<file path="config.mk">
export PLATFORM = sky130hd
export DESIGN_NAME = link_keeper_with_backoff_top
export DESIGN_NICKNAME = d
export VERILOG_FILES = /design/src/hw/rtl/lkb_pkg.sv /design/src/hw/rtl/link_keeper_with_backoff_top.sv
export VERILOG_INCLUDE_DIRS = /design/src /design/src/hw/rtl
export SDC_FILE = /design/constraint.sdc
export NUM_CORES = 1
export LEC_CHECK = 0
export BUFFER_PORTS_ARGS = -buffer_cell sky130_fd_sc_hd__buf_2
export CORE_UTILIZATION = 40
export DETAILED_ROUTE_END_ITERATION = 12
export GPL_TIMING_DRIVEN = 0
export SETUP_SLACK_MARGIN = 0.3
export SLEW_MARGIN = 30
export SYNTH_ARGS = -nofsm -noshare
export SYNTH_HDL_FRONTEND = slang
export SYNTH_SLANG_ARGS = --single-unit
</file>
<file path="constraint.sdc">
create_clock -name clk -period 20.1 [get_ports clk]
set_input_delay 4.02 -clock clk [delete_from_list [all_inputs] [get_ports clk]]
set_output_delay 4.02 -clock clk [all_outputs]
set_load 0.1 [all_outputs]
</file>
<file path="src/hw/rtl/link_keeper_with_backoff_top_macros.svh">
// ----------------------------------------------------------------------------
// link keeper assertion macros
// shared concurrent assertion forms, reset-qualified, synchronous clock
// ----------------------------------------------------------------------------
`ifndef LINK_KEEPER_WITH_BACKOFF_TOP_MACROS_SVH
`define LINK_KEEPER_WITH_BACKOFF_TOP_MACROS_SVH

// same-cycle implication
`define LKB_ASSERT_NOW(label, clk, rst_n, ante, cons, msg) \
  label: assert property (@(posedge clk) disable iff (!rst_n) (ante) |-> (cons)) \
    else $error(msg);

// next-cycle implication
`define LKB_ASSERT_NEXT(label, clk, rst_n, ante, cons, msg) \
  label: assert property (@(posedge clk) disable iff (!rst_n) (ante) |=> (cons)) \
    else $error(msg);

`endif

</file>
<file path="src/hw/rtl/lkb_pkg.sv">
// ----------------------------------------------------------------------------
// lkb_pkg
// types, register map and reset values of the link keeper
// ----------------------------------------------------------------------------
package lkb_pkg;

  localparam int unsigned TimeW = 32;
  localparam int unsigned AddrW = 32;

  localparam logic [TimeW-1:0] StatusIntervalRst = 32'd5000;
  localparam logic [TimeW-1:0] RetryInitialRst   = 32'd1000;
  localparam logic [TimeW-1:0] RetryMaxRst       = 32'd60000;
  localparam logic [TimeW-1:0] SyncIntervalRst   = 32'd60000;

  typedef enum logic [1:0] {
    REG_STATUS_INTERVAL = 2'd0,
    REG_RETRY_INITIAL   = 2'd1,
    REG_RETRY_MAX       = 2'd2,
    REG_SYNC_INTERVAL   = 2'd3
  } lkb_reg_t;

  // tick as it arrives, highest field first
  typedef struct packed {
    logic [4:0]       pad;
    logic [AddrW-1:0] address_in;
    logic             sync_status;
    logic             connect_ok;
    logic             link_status;
    logic [TimeW-1:0] now_ms;
  } lkb_in_t;

  typedef struct packed {
    logic [TimeW-1:0] current_delay;
    logic [AddrW-1:0] local_address;
    logic             synced_flag;
    logic             link_up_flag;
    logic             address_changed_event;
    logic             synced_event;
    logic             disconnected_event;
    logic             connected_event;
    logic             sync_issued;
    logic             connect_issued;
  } lkb_out_t;

endpackage

</file>
<file path="src/hw/rtl/link_keeper_with_backoff_top.sv">
// ----------------------------------------------------------------------------
// link_keeper_with_backoff_top
// link supervisor with exponential back-off connect retry and clock sync retry
// ----------------------------------------------------------------------------
// Each input transaction is one tick carrying the millisecond time and the
// platform answers; each tick yields exactly one result transaction with the
// issued commands, events, flags, stored address and retry delay. One tick is
// accepted per clock cycle while the result stream takes each result. The tick
// is captured in an input register, the state update is one pass of wrapping
// 32-bit compares, the delay doubling and selection, and the result is held in
// an output register, so one more tick is taken while a result waits. Registers
// must be written through the APB-style port only while the block is idle; the
// block itself does not enforce this. All registers sit at byte address 4*i.
// ----------------------------------------------------------------------------
module link_keeper_with_backoff_top
  import lkb_pkg::*;
(
  input  logic        clk,
  input  logic        rst_n,
  // tdata: now_ms[31:0], link_status[32], connect_ok[33], sync_status[34],
  //        address_in[66:35], zero pad[71:67]
  input  logic        in_tvalid,
  output logic        in_tready,
  input  logic [71:0] in_tdata,
  // tdata: connect_issued[0], sync_issued[1], connected_event[2],
  //        disconnected_event[3], synced_event[4], address_changed_event[5],
  //        link_up_flag[6], synced_flag[7], local_address[39:8],
  //        current_delay[71:40]
  output logic        out_tvalid,
  input  logic        out_tready,
  output logic [71:0] out_tdata,
  input  logic        cfg_psel,
  input  logic        cfg_penable,
  input  logic        cfg_pwrite,
  input  logic [3:0]  cfg_paddr,
  input  logic [31:0] cfg_pwdata,
  output logic [31:0] cfg_prdata,
  output logic        cfg_pready
);

  `include "link_keeper_with_backoff_top_macros.svh"

  logic [TimeW-1:0] status_interval_r, retry_initial_r, retry_max_r, sync_interval_r;
  logic             cfg_wr;
  lkb_reg_t         cfg_sel;

  assign cfg_pready = 1'b1;
  assign cfg_wr     = cfg_psel && cfg_penable && cfg_pwrite;
  assign cfg_sel    = lkb_reg_t'(cfg_paddr[3:2]);

  always_ff @(posedge clk) begin
    if (!rst_n) begin
      status_interval_r <= StatusIntervalRst;
      retry_initial_r   <= RetryInitialRst;
      retry_max_r       <= RetryMaxRst;
      sync_interval_r   <= SyncIntervalRst;
    end else if (cfg_wr) begin
      unique case (cfg_sel)
        REG_STATUS_INTERVAL: status_interval_r <= cfg_pwdata;
        REG_RETRY_INITIAL:   retry_initial_r   <= cfg_pwdata;
        REG_RETRY_MAX:       retry_max_r       <= cfg_pwdata;
        REG_SYNC_INTERVAL:   sync_interval_r   <= cfg_pwdata;
        default: ;
      endcase
    end
  end

  always_comb begin
    unique case (cfg_sel)
      REG_STATUS_INTERVAL: cfg_prdata = status_interval_r;
      REG_RETRY_INITIAL:   cfg_prdata = retry_initial_r;
      REG_RETRY_MAX:       cfg_prdata = retry_max_r;
      REG_SYNC_INTERVAL:   cfg_prdata = sync_interval_r;
      default:             cfg_prdata = '0;
    endcase
  end

  // pipeline control
  logic     in_valid_r, out_valid_r, advance;
  lkb_in_t  in_item_r;
  lkb_out_t out_item_r, out_item_nxt;

  assign advance    = in_valid_r && (!out_valid_r || out_tready);
  assign in_tready  = !in_valid_r || advance;
  assign out_tvalid = out_valid_r;
  assign out_tdata  = out_item_r;

  always_ff @(posedge clk) begin
    if (!rst_n) begin
      in_valid_r  <= 1'b0;
      out_valid_r <= 1'b0;
    end else begin
      if (in_tready) in_valid_r <= in_tvalid;
      if (advance) out_valid_r <= 1'b1;
      else if (out_tready) out_valid_r <= 1'b0;
    end
  end

  always_ff @(posedge clk) begin
    if (in_tready && in_tvalid) in_item_r <= lkb_in_t'(in_tdata);
    if (advance) out_item_r <= out_item_nxt;
  end

  // link state
  logic             link_up_r, synced_r;
  logic [AddrW-1:0] addr_r;
  logic [TimeW-1:0] chk_time_r, att_time_r, delay_r, sync_time_r;

  logic             link_up_nxt, synced_nxt;
  logic [AddrW-1:0] addr_nxt;
  logic [TimeW-1:0] chk_time_nxt, att_time_nxt, delay_nxt, sync_time_nxt;
  logic [TimeW-1:0] now, grown_delay;
  logic             ev_connect, ev_sync, ev_up, ev_down, ev_synced, ev_addr;

  assign now = in_item_r.now_ms;

  always_comb begin
    if (delay_r == '0) grown_delay = retry_initial_r;
    else if (delay_r < (retry_max_r >> 1)) grown_delay = delay_r << 1;
    else grown_delay = retry_max_r;
  end

  always_comb begin
    link_up_nxt   = link_up_r;
    synced_nxt    = synced_r;
    addr_nxt      = addr_r;
    chk_time_nxt  = chk_time_r;
    att_time_nxt  = att_time_r;
    delay_nxt     = delay_r;
    sync_time_nxt = sync_time_r;
    ev_connect    = 1'b0;
    ev_sync       = 1'b0;
    ev_up         = 1'b0;
    ev_down       = 1'b0;
    ev_synced     = 1'b0;

    if (link_up_r) begin
      if (TimeW'(now - chk_time_r) >= status_interval_r) begin
        chk_time_nxt = now;
        if (in_item_r.link_status) begin
          addr_nxt = in_item_r.address_in;
        end else begin
          link_up_nxt = 1'b0;
          synced_nxt  = 1'b0;
          delay_nxt   = '0;
          addr_nxt    = '0;
          ev_down     = 1'b1;
        end
      end
    end else if (delay_r == '0 || TimeW'(now - att_time_r) >= delay_r) begin
      ev_connect   = 1'b1;
      att_time_nxt = now;
      if (in_item_r.connect_ok) begin
        link_up_nxt   = 1'b1;
        delay_nxt     = '0;
        chk_time_nxt  = now;
        sync_time_nxt = now;
        synced_nxt    = in_item_r.sync_status;
        addr_nxt      = in_item_r.address_in;
        ev_up         = 1'b1;
        ev_synced     = in_item_r.sync_status;
      end else begin
        synced_nxt = 1'b0;
        addr_nxt   = '0;
        delay_nxt  = grown_delay;
      end
    end

    // sync retry sees the state left by the link phase
    if (link_up_nxt && !synced_nxt &&
        TimeW'(now - sync_time_nxt) >= sync_interval_r) begin
      ev_sync       = 1'b1;
      sync_time_nxt = now;
      synced_nxt    = in_item_r.sync_status;
      if (in_item_r.sync_status) ev_synced = 1'b1;
    end

    ev_addr = (addr_nxt != addr_r);
  end

  always_comb begin
    out_item_nxt.connect_issued        = ev_connect;
    out_item_nxt.sync_issued           = ev_sync;
    out_item_nxt.connected_event       = ev_up;
    out_item_nxt.disconnected_event    = ev_down;
    out_item_nxt.synced_event          = ev_synced;
    out_item_nxt.address_changed_event = ev_addr;
    out_item_nxt.link_up_flag          = link_up_nxt;
    out_item_nxt.synced_flag           = synced_nxt;
    out_item_nxt.local_address         = addr_nxt;
    out_item_nxt.current_delay         = delay_nxt;
  end

  always_ff @(posedge clk) begin
    if (!rst_n) begin
      link_up_r   <= 1'b0;
      synced_r    <= 1'b0;
      addr_r      <= '0;
      chk_time_r  <= '0;
      att_time_r  <= '0;
      delay_r     <= '0;
      sync_time_r <= '0;
    end else if (advance) begin
      link_up_r   <= link_up_nxt;
      synced_r    <= synced_nxt;
      addr_r      <= addr_nxt;
      chk_time_r  <= chk_time_nxt;
      att_time_r  <= att_time_nxt;
      delay_r     <= delay_nxt;
      sync_time_r <= sync_time_nxt;
    end
  end

  // while down the address is cleared, sync is dropped, and no delay is held while up
  `LKB_ASSERT_NOW(a_down_no_addr, clk, rst_n, !link_up_r, addr_r == '0, "address kept while down")
  `LKB_ASSERT_NOW(a_down_no_sync, clk, rst_n, !link_up_r, !synced_r, "synced while link down")
  `LKB_ASSERT_NOW(a_up_no_delay, clk, rst_n, link_up_r, delay_r == '0, "retry delay held while up")
  `LKB_ASSERT_NOW(a_up_needs_connect, clk, rst_n, out_valid_r && out_item_r.connected_event,
                  out_item_r.connect_issued, "connected without a connect attempt")
  `LKB_ASSERT_NEXT(a_state_holds, clk, rst_n, !advance,
                   $stable(link_up_r) && $stable(delay_r), "state moved without a tick")

endmodule

</file>
==> out/metrics.csv <==
stage,metric,value,unit
outcome,status,finished clean,
logic_synthesis,yosysSeqAreaShare,38.5,%
routing,viasPerCell,5.35,
worst_setup_path,rr_startpoint,now[0],
logic_synthesis,synth_nets,3309,
worst_setup_path,cpPeakStageDelay,0.72,ns
worst_setup_path,worstPathMaxFanout,10,
logic_synthesis,synth_flop_cell,dfxtp_1,
power_and_ir_drop,power_leakage,11.7,nW
placement,dp_hpwl,64.6,mm
hold_path,min_path_type,flop to flop,
logic_synthesis,avgSynthCellArea,8.73,um^2
power_and_ir_drop,power,5.64,mW
timing,relSlewSlack,36.4,%
placement,portBuffers,212,
floorplan,start_util,40.4,%
logic_synthesis,synth_area_leaders,"dfxtp_1 22%, edfxtp_1 16%, ha_1 10%",
worst_setup_path,critPathKind,flop to flop,
clock_network,post_cts_buffers,0,
logic_synthesis,synth_top_cell_area_share,22.5,%
clock_network,cts_buffers,50,
cells_and_area,area_growth_syn_to_layout,15.2,%
clock_network,cts_tree,built,
run,cap_violations,0,
cells_and_area,layout-drive-gt1-share,11.9,%
global_route,grt_pass1_wl,122,mm
power_and_ir_drop,powerDensity,188,nW/um^2
worst_setup_path,critPathMostFrequentCell,a21oi_1,
floorplan,pin_count,222,
clock_network,numClockSinks,431,
logic_synthesis,synthDistinctLibCells,74,
clock_network,cts_buffer_depth,3,
timing,tns,0,ns
hold_path,hold-path-cell-count,2,
power_and_ir_drop,max-vdd-ir-drop,0.174,mV
routing,dr.pass1.iters,6,
logic_synthesis,ys_seq_elements,431,
timing,min_period,14.32,ns
floorplan,dieArea,66000,um^2
clock_network,h-tree-depth,2,
power_and_ir_drop,seq_power_share,20.7,%
worst_setup_path,rr_endpoint,sync_time_r[24],
power_and_ir_drop,swShare,49.8,%
clock_network,cts_resized,0,
global_route,antenna_found_initial,5,
worst_setup_path,required,20.57,ns
timing,period_share,71.2,%
timing,setup_viol,0,
worst_setup_path,start_kind,flop,
worst_setup_path,r2r_slack,5.78,ns
routing,drtIter0Drc,1810,
routing,totalWireLength,81.7,mm
timing,worst_slew_pin_slew,0.955,ns
clock_network,clk_latency,0.61,ns
cells_and_area,multi_input_area,14500,um^2
cells_and_area,utilization,46.5,%
hold_path,worstHoldStart,sync_time_r[27],
hold_path,worstHoldEndpoint,sync_time_r[27],
global_route,grt_start_max_net_pins,45,
floorplan,num_rows,93,
timing,fmax,69.9,MHz
cells_and_area,n_fill_cell,6336,
global_route,first_global_vias,20500,
power_and_ir_drop,comb_power_share,62.2,%
routing,vias,22200,
timing,final_max_slew_viol_count,0,
placement,place_congestion,0.935,
routing,post_drt_wl_per_cell,19.7,um
logic_synthesis,ys_async_sr_fraction,0,%
floorplan,dieHeight,257,um
clock_network,cts_root_buf,clkbuf_16,
timing,finClkSkew,0.0180,ns
global_route,grtUsageTotal,24.0,%
worst_setup_path,endpoint_kind,flop,
worst_setup_path,crit_arrival,14.79,ns
cells_and_area,nets,3576,
global_route,grt_remaining_overflow,0,
logic_synthesis,yosysWarnings,0,
power_and_ir_drop,pwr-share-clk,17.2,%
logic_synthesis,syn-instance-count,2978,
clock_network,ctsHoldBuffers,0,
logic_synthesis,synth_top_cell_by_area,dfxtp_1,
timing,rsz0062_at_grt,no,
logic_synthesis,synthesis.area,26000,um^2
routing,antenna_left,0,
routing,post-route-drc-count,0,
cells_and_area,regArea,10000,um^2
floorplan,die_x,257,um
worst_setup_path,crit_slowest_cell,a221oi_1,
power_and_ir_drop,switching_power,2.81,mW
floorplan,core,64300,um^2
clock_network,path_clk_slew,0.06,ns
logic_synthesis,synth_enable_flop_cells,139,
logic_synthesis,synthTopCellsByCount,"655 x nand2_1, 292 x dfxtp_1, 250 x inv_1",
power_and_ir_drop,intPower,2.83,mW
logic_synthesis,yosysMostFrequentCell,nand2_1,
worst_setup_path,r2r_cells,56,
timing,hold_viol_final,0,
## critical path, delay by kind of cell (launching register included)
kind / cells / cell delay (ns)
AOI/OAI and AO/OA: 31 / 7.53
xor gates and xnor gates: 2 / 0.40
adders and majority gates: 6 / 1.79
buffers and inverters: 7 / 2.17
DFF: 1 / 0.52
muxes: 2 / 0.34
and+or+nand+nor: 8 / 1.44
## through the flow
stage	instance area (um^2)	hold slack, ns	instances	setup slack, ns
floorplan	26000	0.434	2978	9.56
global placement	28100	0.446	4045	5.96
detailed placement	28200	0.450	4048	6.04
CTS	29900	0.461	4141	5.97
global route	29900	0.476	4146	4.88
finish	30000	0.461	4148	5.78
## power groups by stage
| stage | clock [mW] | combinational [mW] | sequential, mW |
|---|---|---|---|
| 6_report | 0.970 | 3.51 | 1.17 |
| 2_1_floorplan | 0 | 2.26 | 1.45 |
| 3_3_place_gp | 0 | 3.43 | 1.18 |
| 4_1_cts | 0.989 | 3.48 | 1.16 |
| 3_5_place_dp | 0 | 3.46 | 1.18 |
| 5_1_grt | 1.02 | 3.82 | 1.18 |
## state kept, by name, summed over array words and instances, names as in the netlist
register and count:
att_time_r 32, in_valid_r 1, retry_max_r 32, out_tdata 72, sync_time_r 32, synced_r 1, addr_r 32, link_up_r 1
out_tvalid 1, chk_time_r 32, now 32, retry_initial_r 32, in_item_r 35, sync_interval_r 32, status_interval_r 32, delay_r 32
## cells by family (layout without fill, tap and decap cells)
kind of cell | count (synthesis) | count (layout) | share of synthesized area, %
AND/OR/NAND/NOR | 1025 | 1025 | 16.8
AO/OA/AOI/OAI | 702 | 702 | 19.2
flip-flops | 431 | 431 | 38.5
buffers and inverters | 396 | 704 | 5.77
adder cells (fa/ha/maj) | 218 | 218 | 10.5
multiplexers | 122 | 122 | 6.39
XOR/XNOR | 83 | 83 | 2.80
other | 1 | 8 | 0.0144
## how the worst max path moves through the flow
stage / end / slack [ns] / from / depth (start not counted)
3_5_place_dp: sync_time_r[26] / 6.04 / now[0] / 56
5_1_grt: sync_time_r[28] / 4.88 / now[0] / 56
6_report: sync_time_r[24] / 5.78 / now[0] / 56
3_3_place_gp: sync_time_r[24] / 5.96 / now[0] / 56
2_1_floorplan: sync_time_r[10] / 9.56 / now[0] / 55
4_1_cts: sync_time_r[26] / 5.97 / now[0] / 56
## placed cells by master, fill, tap and decap left out, types with 10 or more instances in the layout
cell,netlist,final
mux2i_1,59,59
and2_1,13,12
dfxtp_1,292,292
o21bai_1,15,15
xnor2_1,60,60
mux4_2,32,32
inv_1,250,250
clkbuf_16,0,51
edfxtp_1,139,139
clkbuf_1,128,134
a31oi_1,10,10
xor2_1,23,23
o21ai_0,63,63
o22ai_1,17,17
a21o_1,69,69
o311ai_0,18,18
o211ai_1,24,24
nand2b_1,34,34
and3_1,15,15
o21a_1,14,14
nand2_1,655,655
nor2b_1,26,26
mux2_2,28,28
nand4_1,22,22
ha_1,214,214
a22o_1,27,27
nor4_1,15,15
a21oi_1,104,104
a21boi_0,207,207
nor2_1,153,153
and4_1,13,13
buf_2,8,220
nand3_1,41,41
o31ai_1,70,70
nor3_1,17,16
## routing by layer
layer	track usage [%]	wire [um]
met1	32.1	36300
met2	39.2	38200
met3	3.26	4170
met4	9.28	2950
met5	0	0
## layout make-up
type                            count  area share (%)
Clock buffer                       65            4.67
Tap cell                          855            3.57
Timing Repair Buffer              215            3.73
Buffer                            145            1.88
Inverter                          251            3.15
Antenna cell                        7          0.0585
Clock inverter                     28            1.13
Multi-Input combinational cell   2151            48.4
Sequential cell                   431            33.5
Power figures use the tool's default switching activity.
